--- src/mfba_pkg.sv ---
// Package of the bitstream access core: sizes, codes and controller/datapath link types.
package mfba_pkg;

   localparam int BUFFER_BYTES = 4096;
   localparam int ADDR_W       = $clog2(BUFFER_BYTES);
   localparam int POS_W        = $clog2(BUFFER_BYTES + 1);
   localparam int LEN_W        = 13;
   localparam int CMP_W        = (POS_W > LEN_W) ? POS_W : LEN_W;

   localparam int OPCODE_W     = 3;
   localparam int COUNT_W      = 6;
   localparam int WORD_W       = 32;
   localparam int BADDR_W      = 12;
   localparam int BYTE_W       = 8;
   localparam int LEFT_W       = 4;

   localparam logic [POS_W-1:0]   BUF_END   = POS_W'(BUFFER_BYTES);
   localparam logic [LEN_W-1:0]   LEN_RESET = LEN_W'(4096);
   localparam logic [COUNT_W-1:0] COUNT_MAX = COUNT_W'(WORD_W);
   localparam logic [LEFT_W-1:0]  BYTE_BITS = LEFT_W'(BYTE_W);

   typedef enum logic [OPCODE_W-1:0] {
      OP_LOAD    = 3'd0,
      OP_FETCH   = 3'd1,
      OP_READ    = 3'd2,
      OP_WRITE   = 3'd3,
      OP_RESTART = 3'd4
   } opcode_type;

   typedef enum logic [2:0] {
      ST_IDLE,
      ST_FETCH_WAIT,
      ST_STEP,
      ST_FILL,
      ST_RESP
   } state_type;

   typedef struct packed {
      logic capture;      // latch the request fields
      logic mem_load;     // store request byte
      logic fetch_issue;  // read store at request address
      logic fetch_capture;
      logic byte_issue;   // read store at byte position
      logic chunk;        // consume bits from the current byte
      logic from_mem;     // current byte comes from the store read data
      logic is_write;
      logic restart;
      logic respond;      // load the result register
   } ctrl_cmd_type;

   typedef struct packed {
      logic count_zero;
      logic left_zero;
      logic at_end;
      logic out_free;
   } dp_status_type;

endpackage

--- src/mfba_ctrl.sv ---
// Controller state machine of the bitstream access core.
module mfba_ctrl import mfba_pkg::*; (
   input  logic                clock,
   input  logic                reset,
   input  logic                req_valid,
   input  logic [OPCODE_W-1:0] req_opcode,
   output logic                req_ready,
   input  dp_status_type       status,
   output ctrl_cmd_type        cmd
);

   state_type  state_ff, state_in;
   logic       write_ff, write_in;
   opcode_type op;
   logic       accept;

   assign op        = opcode_type'(req_opcode);
   assign req_ready = (state_ff == ST_IDLE);
   assign accept    = req_valid && req_ready;
   assign write_in  = accept ? (op == OP_WRITE) : write_ff;

   always_ff @(posedge clock) begin
      if (reset) begin
         state_ff <= ST_IDLE;
         write_ff <= 1'b0;
      end else begin
         state_ff <= state_in;
         write_ff <= write_in;
      end
   end

   // next state
   always_comb begin
      state_in = state_ff;
      case (state_ff)
         ST_IDLE: begin
            if (req_valid) begin
               case (op)
                  OP_FETCH: state_in = ST_FETCH_WAIT;
                  OP_READ:  state_in = ST_STEP;
                  OP_WRITE: state_in = ST_STEP;
                  default:  state_in = ST_RESP;
               endcase
            end
         end
         ST_FETCH_WAIT: state_in = ST_RESP;
         ST_STEP: begin
            if (status.count_zero) begin
               state_in = ST_RESP;
            end else if (status.left_zero && !status.at_end) begin
               state_in = ST_FILL;
            end
         end
         ST_FILL: state_in = ST_STEP;
         ST_RESP: begin
            if (status.out_free) begin
               state_in = ST_IDLE;
            end
         end
         default: state_in = ST_IDLE;
      endcase
   end

   // commands
   always_comb begin
      cmd          = '0;
      cmd.is_write = write_ff;
      case (state_ff)
         ST_IDLE: begin
            if (req_valid) begin
               cmd.capture = 1'b1;
               case (op)
                  OP_LOAD:    cmd.mem_load    = 1'b1;
                  OP_FETCH:   cmd.fetch_issue = 1'b1;
                  OP_RESTART: cmd.restart     = 1'b1;
                  default:    cmd.capture     = 1'b1;
               endcase
            end
         end
         ST_FETCH_WAIT: cmd.fetch_capture = 1'b1;
         ST_STEP: begin
            if (!status.count_zero) begin
               if (status.left_zero && !status.at_end) begin
                  cmd.byte_issue = 1'b1;
               end else begin
                  cmd.chunk = 1'b1;
               end
            end
         end
         ST_FILL: begin
            cmd.chunk    = 1'b1;
            cmd.from_mem = 1'b1;
         end
         ST_RESP: cmd.respond = status.out_free;
         default: cmd.respond = 1'b0;
      endcase
   end

endmodule

--- config.mk ---
export PLATFORM = sky130hd
export DESIGN_NAME = mfba_ctrl
export DESIGN_NICKNAME = d
export VERILOG_FILES = /design/src/mfba_pkg.sv /design/src/mfba_ctrl.sv
export SDC_FILE = /design/constraint.sdc
export NUM_CORES = 1
export LEC_CHECK = 0
export BUFFER_PORTS_ARGS = -buffer_cell sky130_fd_sc_hd__clkbuf_2
export CAP_MARGIN = 10
export CORE_AREA = 4 4 41 43
export CTS_CLUSTER_DIAMETER = 120
export CTS_CLUSTER_SIZE = 30
export DETAILED_ROUTE_END_ITERATION = 10
export DIE_AREA = 0 0 45 47
export GPL_TIMING_DRIVEN = 0
export PLACE_DENSITY = 0.63
export SLEW_MARGIN = 15
export SYNTH_ARGS = -nofsm -noshare
export SYNTH_HDL_FRONTEND = slang
export SYNTH_SLANG_ARGS = --single-unit
--- constraint.sdc ---
create_clock -name clock -period 1.5 [get_ports clock]
set_input_delay 0.075 -clock clock [delete_from_list [all_inputs] [get_ports clock]]
set_output_delay 0.075 -clock clock [all_outputs]
set_load 0.01 [all_outputs]
-- After elaboration in Yosys (flattened, before gate mapping)
Cells that the tools add are included.
- equality and inequality tests: 11
- muxes and demuxes: 21
- reduce and logical (&&, ||, !) cells: 7
- operators by type and width (cell ; number):
    3-bit two-way mux ; 6
    3-bit one-hot mux with 5 select lines ; 1
    3-bit by 2-bit == test with 1-bit output, second input constant ; 4
    1-bit two-way mux ; 11
    3-bit by 1-bit == test with 1-bit output, second input constant ; 2
    3-bit == test, second input constant ; 2
    3-bit zero test ; 2
    3-bit one-hot mux with 2 select lines ; 1
    2-bit inequality test, second input constant ; 2
    3-bit inequality test, second input constant ; 1
    3-bit AND reduction ; 1
    1-bit logical AND ; 2
    2-bit two-way mux ; 1
    1-bit one-hot mux with 2 select lines ; 1
    2-bit OR reduction ; 1
    1-bit zero test ; 1
- bits in registers: 4
- logic and storage cells: 41
- output and inout bits: 11
- input port bits: 10

-- Longest topological paths before layout
- word-level depth: 5
- mapped depth: 5
- depth with buffers taken out: 4

-- Worst setup path after synthesis
OpenSTA, ideal clock, no wires.
- kind: register to register
- start point: register state_ff[1]
- end point: register write_ff
- path slack: 0.266 ns
- data arrival time: 1.120 ns
- data required time: 1.386 ns
- path buffers: 1
- period minus slack after synthesis: 1.234 ns
- setup time: 0.114 ns
- cell stages (with the launch flop): 6
- path through: dfxtp_1 clkbuf_2 nor3_2 and2_4 mux2i_1 nor2_1
- cells in the longest elaborated chain, start to end: 2
- ends and longest elaborated chain (what ; RTL line ; RTL):
    from (decl) ; mfba_ctrl.sv:12 ; state_type state_ff, state_in;
    from (signal assigned) ; mfba_ctrl.sv:27 ; state_ff <= state_in;
    3-bit zero test ; mfba_ctrl.sv:18 ; assign req_ready = (state_ff == ST_IDLE);
    net req_ready ; mfba_ctrl.sv:7 ; output logic req_ready,
    1-bit logical AND ; mfba_ctrl.sv:19 ; assign accept = req_valid && req_ready;
    net accept ; mfba_ctrl.sv:15 ; logic accept;
    to (signal assigned) ; mfba_ctrl.sv:28 ; write_ff <= write_in;
    to (decl) ; mfba_ctrl.sv:13 ; logic write_ff, write_in;
The timed path passes the listed nets, and every way through them passes these cells.
A chain may end at the register's enable or synchronous reset.

==> results.txt <==
----------------------------------------------------
[Worst setup path]
  Critical path startpoint ... state_ff[1]
  WS Path Type ... flip-flop to primary output
  Critical path fanouts, max ... 9
  Critical Path RT ... 1420 ps
  WP data arrival ... 1340 ps
  Start of the worst register-to-register path ... state_ff[1]
  Crit. End Element ... primary output
  Startpoint class of the critical path ... flip-flop

[Detailed routing]
  Post-detailed-route DRC marker count ... 0
  Residual antenna-violating net count after detailed routing ... 0
  Post-route met1 wirelength ... roughly 360 um
  Number of search-and-repair iterations in the first detailed-routing pass ... 2
  Average routed wire per standard cell ... ~10 um
  Vias/cell ... between 4 and 5
  Top layer reached by signal wires ... met3
  Violation count after the first detailed-route iteration ... 10
  Routed met3 length ... roughly 88 um
  Wirelength, routed ... 785 um
  Detailed-route via count ... 370
  Routed length on met2 ... 337 um

[Synthesis]
  Most frequent cells after synthesis ... nor2_1, dfxtp_1
  Netlist area before placement ... 320 um2
  Synth unique cells ... 27
  Most frequent cell after synthesis ... nor2_1
  Ranking of synthesized cells by area ... dfxtp_1, nor2_1, buf_4, nand3b_1, nor3b_2
  Most instantiated flip-flop cell in the synthesis netlist ... dfxtp_1
  Fraction of the yosys area taken by sequential cells ... approximately a quarter
  Syn_area_per_cell ... 7.63 um2
  Flops & latches, synth ... 4
  Largest area contributor in the netlist ... dfxtp_1
  Synth async-reset ratio ... 0%
  Share of Yosys cell area claimed by the top area cell type ... 25.0%
  Gate count of the mapped netlist ... 42
  Post-Synthesis Net Count ... 52
  Number of flops mapped to enable cells by yosys ... 0
  Number of warnings printed during yosys synthesis ... 0

[STA]
  Maximum frequency from static timing analysis ... a little over 0.7 GHz
  Final-report setup violation count ... 0
  Number of pins with negative max-slew slack in the final report ... 0
  Number of endpoints with negative hold slack in the final report ... 0
  Hold slack final ... 40.8 ps
  Period minus WS final ... 1420 ps
  Final period utilization ... 94.3%
  Setup WS post-layout ... 84.8 ps
  Worst-case headroom to the max-slew limit ... between 80 and 90%
  Worst Skew ... around 0.15 ps
  Setup repair after global routing missed its margin ... yes
  Transition time of the tightest slew-check pin ... 297 ps

[Floorplan]
  Die outline height ... 47 um
  Initial cell density of the core ... 24.6%
  Die W ... ~45 um
  Die outline area ... 0.00212 mm2
  I/O pin count ... 21
  Count of standard-cell rows ... 13
  Area of the placeable core ... 0.00130 mm2

[Clock network]
  Buffers inserted during post-CTS setup optimization ... 0
  Total CTS buffers ... 3
  Clock root cell ... clkbuf_4
  Clock latency reported for the late side of the worst-skew pair ... 230 ps
  Number of clock sinks ... 4
  Number of H-tree levels ... 1
  Clock slew at reported path FFs ... 40 ps
  CTS tree ... done
  CTS max path bufs ... 2

[GRT]
  Remaining Overflow, GRT ... 0
  GRT Resource Usage Total ... 8.06%
  Wire length of the first global-routing pass ... 1220 um
  Largest net degree at the start of global routing ... 10
  Via count of the first global-routing pass ... 332
  Initial antenna violation count ... 0

[Min path]
  Source of the worst hold timing path ... reset
  Worst min path class ... input pin to flip-flop

[Place]
  Placed wire-length estimate after detailed placement ... 667 um
  Number of buffer cells added on primary ports ... 20
  Routability cong. ... 0.703
  Placed cell count ... 77
  Worst-case setup slack after placement ... between 200 and 250 ps

[Run]
  Maxcap violations ... 0

[Power and ir drop]
  Leakage power figure ... 0.247 nW
  PwrDens ... 735 mW/mm2
  Peak supply drop ... 0.382 mV

[Final layout]
  Share of layout cells above drive strength 1 ... 47.7%
  Sequential standard cell area ... ~80 um2
  Combined area of the multi-input logic cells ... 216 um2
  Post-route non-filler standard cell count ... 80
  Area grow syn2layout ... 44.1%
  Post-layout net count ... 77
  Diodes inserted ... 0
  Filler cells ... 155

[Status]
  Status ... complete, no violations

----------------------------------------------------
## per-layer routing
metal | track usage (%) | vias up
met1 | 9.09 | 159
met3 | 3.83 | 0
li1 | - | 196
met5 | 0 | -
met2 | 13.0 | 15
met4 | 3.51 | 0
## state kept, by name, summed over array words and instances, names as in the netlist
name      flops
state_ff      3
write_ff      1
## cells in the final DEF (no fill, tap or decap), types with 2 or more instances in the layout
master and n:
o21ai_0 2, nor2_1 9, nand2_1 2, nand3b_1 2, clkbuf_4 3, buf_4 2, clkbuf_2 21, dfxtp_1 4
## worst paths after layout
path              cells after the start        to  slack (ps)
hold / removal                        2  write_ff          40
setup / recovery                      5    cmd[9]          80
hold reg to reg                       2  write_ff         500
setup reg to reg                      5  write_ff         270
## worst max-delay path: stages (launching register included)
cell and delay [ps]:
dfxtp_1 280, clkbuf_2 160, nor3_2 260, and2_4 210, buf_4 90, clkbuf_2 110
## layout make-up
class	count	share of cell area [%]
inverter	1	0.813
buffer	3	4.34
multi-input combinational	34	46.9
tap	15	4.07
sequential	4	17.3
timing repair buffer	20	21.7
clock buffer	3	4.88
## report_power, final
group	switching (mW)	leakage, nW	total [mW]	internal [mW]
registers	0.00724	0.0326	0.120	0.112
clock network	0.0395	0.0138	0.129	0.0892
logic	0.0451	0.201	0.0911	0.0460
## through the flow
stage	TNS [ps]	utilization, %	cell area, um2	power [mW]
2_1_floorplan	0	-	320	0.176
3_5_place_dp	0	33.8	439	0.213
5_1_grt	-5.35	35.5	462	0.371
3_3_place_gp	0	33.8	439	0.212
6_report	0	35.5	462	0.339
4_1_cts	0	35.5	462	0.349
## timing repair
| item | 4_1_cts | 5_1_grt |
|---|---|---|
| setup endpoints to repair | 0 | 2 |
| gates resized for setup | 0 | 0 |
| hold buffers | 0 | 0 |
| hold endpoints to repair | 0 | 0 |
## cells by family after synthesis
kind of cell / share of synthesized area [%]
simple gates: 48.8
mux: 3.13
compound gates: 15.6
flops: 25.0
buf+inv: 7.42
No activity file was read; power rests on OpenSTA's default activity.
